===== config.mk =====
export PLATFORM = sky130hd
export DESIGN_NAME = base64_stream_encoder_top_flat
export DESIGN_NICKNAME = d
export VERILOG_FILES = /design/src/rtl/b64e_pkg.sv /design/src/rtl/b64e_in_if.sv /design/src/rtl/b64e_out_if.sv /design/src/rtl/b64e_fifo.sv /design/src/rtl/b64e_front.sv /design/src/rtl/b64e_back.sv /design/src/rtl/base64_stream_encoder_top.sv /design/src/flat_wrapper.sv
export SDC_FILE = /design/constraint.sdc
export NUM_CORES = 1
export LEC_CHECK = 0
export BUFFER_PORTS_ARGS = -buffer_cell sky130_fd_sc_hd__buf_2
export CORE_UTILIZATION = 55
export CTS_CLUSTER_DIAMETER = 30
export CTS_CLUSTER_SIZE = 28
export DETAILED_ROUTE_END_ITERATION = 16
export GPL_TIMING_DRIVEN = 0
export PLACE_DENSITY = 0.81
export SLEW_MARGIN = 0
export SYNTH_ARGS = -nofsm -noshare
export SYNTH_HDL_FRONTEND = slang
export SYNTH_SLANG_ARGS = --single-unit

===== constraint.sdc =====
create_clock -name clk -period 2.6 [get_ports clk]
set_input_delay 0.13 -clock clk [delete_from_list [all_inputs] [get_ports clk]]
set_output_delay 0.13 -clock clk [all_outputs]
set_load 0.05 [all_outputs]

===== src/rtl/b64e_pkg.sv =====
`timescale 1ns / 1ps
// ----------------------------------------------------------------------------
// b64e_pkg
// Shared types and constants for the base64 stream encoder: queue entry
// layout, padding code and the sextet to alphabet mapping.
// ----------------------------------------------------------------------------
package b64e_pkg;

	localparam logic [6:0] PAD_CHAR = 7'h3D;

	localparam logic [1:0] PHASE_FIRST  = 2'd0;
	localparam logic [1:0] PHASE_SECOND = 2'd1;
	localparam logic [1:0] PHASE_THIRD  = 2'd2;

	typedef struct packed {
		logic       pad;
		logic [5:0] sextet;
	} slot_t;

	typedef struct packed {
		slot_t [3:0] slots;
		logic  [1:0] last_idx;
		logic        fin;
	} cmd_t;

	typedef struct packed {
		logic empty;
		logic full;
	} q_stat_t;

	function automatic logic [6:0] sextet_char(input logic [5:0] s);
		logic [6:0] c;
		c = 7'h00;
		if (s < 6'd26) begin
			c = 7'd65 + {1'b0, s};
		end else if (s < 6'd52) begin
			c = 7'd71 + {1'b0, s};
		end else if (s < 6'd62) begin
			c = {1'b0, s} - 7'd4;
		end else if (s == 6'd62) begin
			c = 7'h2B;
		end else begin
			c = 7'h2F;
		end
		return c;
	endfunction

endpackage


===== src/rtl/b64e_in_if.sv =====
`timescale 1ns / 1ps
// ----------------------------------------------------------------------------
// b64e_in_if
// Plain byte channel: valid/ready handshake with byte and end-of-message flag.
// ----------------------------------------------------------------------------
interface b64e_in_if;
	logic       valid;
	logic       ready;
	logic [7:0] data_byte;
	logic       last_byte;

	modport source (output valid, output data_byte, output last_byte, input ready);
	modport sink   (input valid, input data_byte, input last_byte, output ready);
endinterface


===== src/rtl/b64e_out_if.sv =====
`timescale 1ns / 1ps
// ----------------------------------------------------------------------------
// b64e_out_if
// Encoded character channel: valid/ready handshake with ASCII code and
// final-character flag.
// ----------------------------------------------------------------------------
interface b64e_out_if;
	logic       valid;
	logic       ready;
	logic [6:0] out_char;
	logic       final_char;

	modport source (output valid, output out_char, output final_char, input ready);
	modport sink   (input valid, input out_char, input final_char, output ready);
endinterface


===== src/rtl/b64e_fifo.sv =====
`timescale 1ns / 1ps
// ----------------------------------------------------------------------------
// b64e_fifo
// Short register queue of character groups between front and back end.
// ----------------------------------------------------------------------------
module b64e_fifo #(
	parameter int unsigned DEPTH = 4
) (
	input  logic              clk,
	input  logic              arst_n,
	input  logic              push,
	input  b64e_pkg::cmd_t    push_cmd,
	input  logic              pop,
	output b64e_pkg::cmd_t    head,
	output b64e_pkg::q_stat_t stat
);
	localparam int unsigned PW = (DEPTH > 1) ? $clog2(DEPTH) : 1;
	localparam int unsigned CW = $clog2(DEPTH + 1);

	b64e_pkg::cmd_t mem_q [DEPTH];
	logic [PW-1:0]  wr_ptr_q;
	logic [PW-1:0]  rd_ptr_q;
	logic [CW-1:0]  count_q;

	function automatic logic [PW-1:0] ptr_next(input logic [PW-1:0] p);
		logic [PW-1:0] n;
		n = (p == PW'(DEPTH - 1)) ? '0 : p + PW'(1);
		return n;
	endfunction

	assign stat.empty = (count_q == '0);
	assign stat.full  = (count_q == CW'(DEPTH));
	assign head       = mem_q[rd_ptr_q];

	always_ff @(posedge clk or negedge arst_n) begin
		if (!arst_n) begin
			wr_ptr_q <= '0;
			rd_ptr_q <= '0;
			count_q  <= '0;
		end else begin
			if (push) begin
				wr_ptr_q <= ptr_next(wr_ptr_q);
			end
			if (pop) begin
				rd_ptr_q <= ptr_next(rd_ptr_q);
			end
			if (push && !pop) begin
				count_q <= count_q + CW'(1);
			end else if (pop && !push) begin
				count_q <= count_q - CW'(1);
			end
		end
	end

	always_ff @(posedge clk) begin
		if (push) begin
			mem_q[wr_ptr_q] <= push_cmd;
		end
	end

	a_no_overflow: assert property (@(posedge clk) disable iff (!arst_n)
		push |-> (!stat.full || pop))
		else $error("queue push while full");

	a_no_underflow: assert property (@(posedge clk) disable iff (!arst_n)
		pop |-> !stat.empty)
		else $error("queue pop while empty");

endmodule


===== src/rtl/b64e_front.sv =====
`timescale 1ns / 1ps
// ----------------------------------------------------------------------------
// b64e_front
// Accepts plain bytes, tracks the group phase and leftover bits, and builds
// the group of sextets and padding each byte completes.
// ----------------------------------------------------------------------------
module b64e_front (
	input  logic              clk,
	input  logic              arst_n,
	b64e_in_if.sink           plain,
	input  b64e_pkg::q_stat_t stat,
	output logic              push,
	output b64e_pkg::cmd_t    push_cmd
);
	logic [1:0] phase_q;
	logic [3:0] carry_q;
	logic [1:0] phase_d;
	logic [3:0] carry_d;
	logic [7:0] b;

	assign plain.ready = !stat.full;
	assign push        = plain.valid && plain.ready;
	assign b           = plain.data_byte;

	always_comb begin
		push_cmd          = '0;
		push_cmd.fin      = plain.last_byte;
		phase_d           = b64e_pkg::PHASE_FIRST;
		carry_d           = '0;
		case (phase_q)
			b64e_pkg::PHASE_SECOND: begin
				push_cmd.slots[0].sextet = {carry_q[1:0], b[7:4]};
				push_cmd.slots[1].sextet = {b[3:0], 2'b00};
				push_cmd.slots[2].pad    = 1'b1;
				push_cmd.last_idx        = plain.last_byte ? 2'd2 : 2'd0;
				phase_d                  = b64e_pkg::PHASE_THIRD;
				carry_d                  = b[3:0];
			end
			b64e_pkg::PHASE_THIRD: begin
				push_cmd.slots[0].sextet = {carry_q, b[7:6]};
				push_cmd.slots[1].sextet = b[5:0];
				push_cmd.last_idx        = 2'd1;
			end
			default: begin
				push_cmd.slots[0].sextet = b[7:2];
				push_cmd.slots[1].sextet = {b[1:0], 4'b0000};
				push_cmd.slots[2].pad    = 1'b1;
				push_cmd.slots[3].pad    = 1'b1;
				push_cmd.last_idx        = plain.last_byte ? 2'd3 : 2'd0;
				phase_d                  = b64e_pkg::PHASE_SECOND;
				carry_d                  = {2'b00, b[1:0]};
			end
		endcase
		if (plain.last_byte) begin
			phase_d = b64e_pkg::PHASE_FIRST;
			carry_d = '0;
		end
	end

	always_ff @(posedge clk or negedge arst_n) begin
		if (!arst_n) begin
			phase_q <= b64e_pkg::PHASE_FIRST;
			carry_q <= '0;
		end else if (push) begin
			phase_q <= phase_d;
			carry_q <= carry_d;
		end
	end

	a_msg_restart: assert property (@(posedge clk) disable iff (!arst_n)
		(push && plain.last_byte) |=> (phase_q == b64e_pkg::PHASE_FIRST && carry_q == '0))
		else $error("group state not cleared after last beat");

endmodule


===== src/rtl/b64e_back.sv =====
`timescale 1ns / 1ps
// ----------------------------------------------------------------------------
// b64e_back
// Walks the queued character groups and sends one encoded character per
// beat through an output register.
// ----------------------------------------------------------------------------
module b64e_back (
	input  logic              clk,
	input  logic              arst_n,
	input  b64e_pkg::cmd_t    head,
	input  b64e_pkg::q_stat_t stat,
	output logic              pop,
	b64e_out_if.source        coded
);
	logic                valid_q;
	logic [6:0]          char_q;
	logic                fin_q;
	logic [1:0]          idx_q;
	logic                load;
	logic                emit;
	logic                is_end;
	b64e_pkg::slot_t     cur;

	assign coded.valid      = valid_q;
	assign coded.out_char   = char_q;
	assign coded.final_char = fin_q;

	assign load   = !valid_q || coded.ready;
	assign emit   = load && !stat.empty;
	assign cur    = head.slots[idx_q];
	assign is_end = (idx_q == head.last_idx);
	assign pop    = emit && is_end;

	always_ff @(posedge clk or negedge arst_n) begin
		if (!arst_n) begin
			valid_q <= 1'b0;
			idx_q   <= '0;
		end else begin
			if (load) begin
				valid_q <= !stat.empty;
			end
			if (emit) begin
				idx_q <= is_end ? 2'd0 : idx_q + 2'd1;
			end
		end
	end

	always_ff @(posedge clk) begin
		if (emit) begin
			char_q <= cur.pad ? b64e_pkg::PAD_CHAR : b64e_pkg::sextet_char(cur.sextet);
			fin_q  <= head.fin && is_end;
		end
	end

	a_idx_in_group: assert property (@(posedge clk) disable iff (!arst_n)
		!stat.empty |-> (idx_q <= head.last_idx))
		else $error("character index past end of group");

	a_idx_restart: assert property (@(posedge clk) disable iff (!arst_n)
		pop |=> (idx_q == 2'd0))
		else $error("character index not reset after group");

endmodule


===== src/rtl/base64_stream_encoder_top.sv =====
`timescale 1ns / 1ps
// ----------------------------------------------------------------------------
// base64_stream_encoder_top
// Streaming base64 encoder: one plain byte per beat in, one ASCII character
// per beat out, with '=' padding and a final-character mark per message.
// ----------------------------------------------------------------------------
// path: a byte's character group is written into the queue, and its characters then pass through the output register
// throughput: one character per cycle from the output stage while the receiver is ready;
//   four characters per three bytes in steady state, and up to four characters for the last byte
//   of a message; the byte side runs ahead by the queue depth
// reset: arst_n clears group phase, leftover bits, queue and output valid
// ----------------------------------------------------------------------------
module base64_stream_encoder_top #(
	parameter int unsigned QDEPTH = 4
) (
	input  logic       clk,
	input  logic       arst_n,
	b64e_in_if.sink    plain,
	b64e_out_if.source coded
);
	logic              push;
	logic              pop;
	b64e_pkg::cmd_t    push_cmd;
	b64e_pkg::cmd_t    head;
	b64e_pkg::q_stat_t stat;

	b64e_front u_front (
		.clk      (clk),
		.arst_n   (arst_n),
		.plain    (plain),
		.stat     (stat),
		.push     (push),
		.push_cmd (push_cmd)
	);

	b64e_fifo #(
		.DEPTH (QDEPTH)
	) u_fifo (
		.clk      (clk),
		.arst_n   (arst_n),
		.push     (push),
		.push_cmd (push_cmd),
		.pop      (pop),
		.head     (head),
		.stat     (stat)
	);

	b64e_back u_back (
		.clk    (clk),
		.arst_n (arst_n),
		.head   (head),
		.stat   (stat),
		.pop    (pop),
		.coded  (coded)
	);

endmodule


===== src/flat_wrapper.sv =====
// flat-port wrapper written by rule: the top's interface ports become plain ports
module base64_stream_encoder_top_flat 
#(
	parameter int unsigned QDEPTH = 4
)
  (clk, arst_n, plain_valid, plain_data_byte, plain_last_byte, plain_ready, coded_valid, coded_out_char, coded_final_char, coded_ready);
  b64e_in_if plain_i ();
  b64e_out_if coded_i ();
  input  logic clk;
  input  logic arst_n;
  input wire logic [$bits(plain_i.valid)-1:0] plain_valid;
  input wire logic [$bits(plain_i.data_byte)-1:0] plain_data_byte;
  input wire logic [$bits(plain_i.last_byte)-1:0] plain_last_byte;
  output wire logic [$bits(plain_i.ready)-1:0] plain_ready;
  output wire logic [$bits(coded_i.valid)-1:0] coded_valid;
  output wire logic [$bits(coded_i.out_char)-1:0] coded_out_char;
  output wire logic [$bits(coded_i.final_char)-1:0] coded_final_char;
  input wire logic [$bits(coded_i.ready)-1:0] coded_ready;
  assign plain_i.valid = plain_valid;
  assign plain_i.data_byte = plain_data_byte;
  assign plain_i.last_byte = plain_last_byte;
  assign plain_ready = plain_i.ready;
  assign coded_valid = coded_i.valid;
  assign coded_out_char = coded_i.out_char;
  assign coded_final_char = coded_i.final_char;
  assign coded_i.ready = coded_ready;
  base64_stream_encoder_top #(.QDEPTH(QDEPTH)) u_core (.clk(clk), .arst_n(arst_n), .plain(plain_i), .coded(coded_i));
endmodule

==> qor.csv <==
metric;value;unit
outcome;finished, violations left;
failing checks;negative setup slack;
first-pass GRT wire length;13560;um
Max-Cap Viols;0;
CP Max Fanout;6;
Setup CP Type;reg -> reg;
CP Data Arrival Time;2.92;ns
Vias/cell;5.935;
Total Nets Final;397;
per-cell routed wire length;18.32;um
synthesis-stage register bit count;92;
GPL Wtd Cong;0.9112;
CTS Buf Count;9;
Clk Tree Root Cell;clkbuf_8;
antenna viol nets, final;0;
Final Util;67.25;%
diode count;0;
period utilisation layout;101.4;%
final WL;8718;um
Final Hold Slack;0.04915;ns
DR iter-0 viols;141;
Initial Util;56.80;%
DRT Pass-1 Iters;4;
RSZ-0062 raised after global routing;yes;
gr ovfl total;0;
Yosys warnings;0;
top-area cell type share of the netlist area;52.26;%
DRC violation count after routing;0;
synth top area cells;edfxtp_1 (52%), dfrtp_1 (9.2%), mux2i_1 (5.0%);
post-synthesis area per instance;13.73;um^2
Hold WC Path Type;in -> reg;
clk_skew;0.008455;ns
register area share after synthesis;61.43;%
H-tree lvl count;3;
Hold Path Origin;plain_data_byte[1];
Fillers;511;
Netlist Area Pre-Place;0.004367;mm^2
setup TNS;-0.07743;ns
clk sinks;92;
async set-reset flop share out of synthesis;17.39;%
Final Hold Fails;0;
vias in the first global route;2687;
Setup WS post-layout;-0.03652;ns
Max Root-Sink Buffers;2;
DIE AREA;0.008300;mm^2
clock transition at the registers of the reported paths;0.09;ns
DP HPWL;5604;um
worst path bufs/invs;2;
core area;0.007687;mm^2
Max Clock Freq;379.3;MHz
Clk Latency, worst-skew pair;0.36;ns
die height;91.11;um
DIE WIDTH;91.11;um
Top-Level Pins;23;
crit path from;u_core.u_fifo.rd_ptr_q[0];
worst r2r src;u_core.u_fifo.rd_ptr_q[0];
Crit path max-delay family;multiplexers;
row count;32;
CP Cell Sequence;buf_4 -> mux4_2 -> xnor2_2 -> and2_4 -> nand2_4 -> ha_4 -> inv_2 -> fa_2 -> xor2_1 -> nor2_1 -> xor2_1;
Post-synth EDFFs;76;
Worst-Margin Slew;0.9006;ns
initial antenna violation count;0;
min Tclk post-route;2.637;ns
synthesized net count;346;
Port Buf Inserts;22;
Startpoint Class;register;
Setup WS pre-CTS;-0.2336;ns
TritonCTS clock tree;yes;
Worst slew margin;39.96;%
Synth Flop Type;edfxtp_1;
Worst path slowest cell;mux4_2;
largest net degree at the start of global routing;18;
CP dominant cell by count;xor2_1;
Slew Limit Fails;0;
Global Route Usage Sum;21.80;%
Crit. End Element;register;
Synth area leader;edfxtp_1;
critical path data required time;2.89;ns
Crit path largest cell delay;0.53;ns
share of cells above drive strength 1;27.01;%
total number of vias;2825;
Distinct cells, synth;51;
Gate Count Post-Synth;318;
Final setup violation count;3;
Area Growth Syn to Fin;18.40;%
cells in the mapped netlist (3+ instances only):
library cell and instances:
and3_1 5, inv_1 16, a21oi_1 5, xor2_1 3, mux2_2 4, dfrtp_1 16
and2_1 6, nand3_1 7, clkbuf_1 5, nand2_1 27, nor2b_1 4, nand3b_1 3
a22oi_1 17, mux2i_1 22, xnor2_1 5, edfxtp_1 76, ha_1 14, mux4_1 5
or3_1 4, nor2_1 13, o21ai_0 21, buf_4 3
placed cells by master (no fill, tap or decap), drive strengths merged, types with 2 or more instances in the layout:
cell         count
xor2             3
and2             6
edfxtp          76
or3              4
a21oi            5
mux2i           22
mux2             5
bufinv           2
nor2b            4
nor2            14
clkbuf          16
a221oi           3
a311oi           2
ha              14
nand2           27
o31ai            2
xnor2            5
o21ai           22
nand2b           2
nand3            7
dlygate4sd3      2
clkinv           2
nand3b           3
mux4             6
and3             5
nand4            3
nor3             4
inv             17
a22oi           17
dfrtp           16
a31oi            2
a32oi            2
buf             43
sequential cells by signal, summed over array words and instances, names as in the netlist:
register and cells:
u_core.u_back.coded.final_char 1, u_core.u_back.coded.out_char 7, u_core.u_back.coded.valid 1, u_core.u_back.idx_q 2
u_core.u_fifo.count_q 3, u_core.u_fifo.mem_q 68, u_core.u_fifo.rd_ptr_q 2, u_core.u_fifo.wr_ptr_q 2
u_core.u_front.carry_q 4, u_core.u_front.phase_q 2
worst register-to-register path: cells and delay by family, from the launching register on:
family / cells / cell delay [ns]
fa+ha+maj: 2 / 0.51
flops: 1 / 0.47
mux: 1 / 0.53
simple gates: 3 / 0.41
buf+inv: 2 / 0.19
xor+xnor: 3 / 0.46
layout make-up:
type | instances | area (um^2) | area share, %
Clock inverter | 5 | 85.08 | 1.646
Buffer | 11 | 98.84 | 1.912
Inverter | 17 | 63.81 | 1.234
Clock buffer | 11 | 131.4 | 2.541
Multi-Input combinational cell | 198 | 1704 | 32.96
Sequential cell | 92 | 2684 | 51.91
Tap cell | 102 | 127.6 | 2.469
Timing Repair Buffer | 40 | 275.3 | 5.324
final timing paths:
path / slack [ns] / to / depth (start not counted)
max: -0.04 / u_core.u_fifo.count_q[2] / 11
min: 0.05 / u_core.u_front.carry_q[1] / 3
max reg2reg: -0.04 / u_core.u_fifo.count_q[2] / 11
min reg2reg: 0.50 / u_core.u_front.carry_q[3] / 2
max in group asynchronous: 2.07 / u_core.u_fifo.rd_ptr_q[0] / 2
min in group asynchronous: 0.22 / u_core.u_fifo.count_q[1] / 2
kinds of logic after synthesis:
kind of cell    after synthesis  synth area share [%]
buf+inv                      28                 3.238
simple gates                 81                 9.685
flops                        92                 61.43
mux                          33                 9.857
fa+ha+maj                    15                 4.470
compound gates               61                 9.714
xor+xnor                      8                 1.605
per-layer routing:
layer  vias to the layer above  share of wire, %  GRT usage, %  routed length (um)
li1                       1307                 -             -                   -
met1                      1411                43         28.45                3721
met2                        98                51         36.36                4465
met3                         9               4.8         4.355                 417
met4                         0               1.3         7.937                 113
met5                         -                 0             0                   0
timing repair:
action	in CTS	in global routing
setup endpoints to repair	9	9
hold endpoints to repair	17	0
gates resized for setup	23	24
buffers inserted	7	8
pin swaps	10	13
gates cloned	1	0
hold buffers	2	0
per-stage QoR:
| stage | cells | cell area (um^2) |
|---|---|---|
| CTS | 468 | 4996 |
| detailed placement | 442 | 4604 |
| finish | 476 | 5170 |
| global route | 476 | 5170 |
| floorplan | 318 | 4367 |
| global placement | 442 | 4604 |
Power is not shown: default switching activity piles up to over one toggle a cycle in this logic, so the estimate is an artifact.
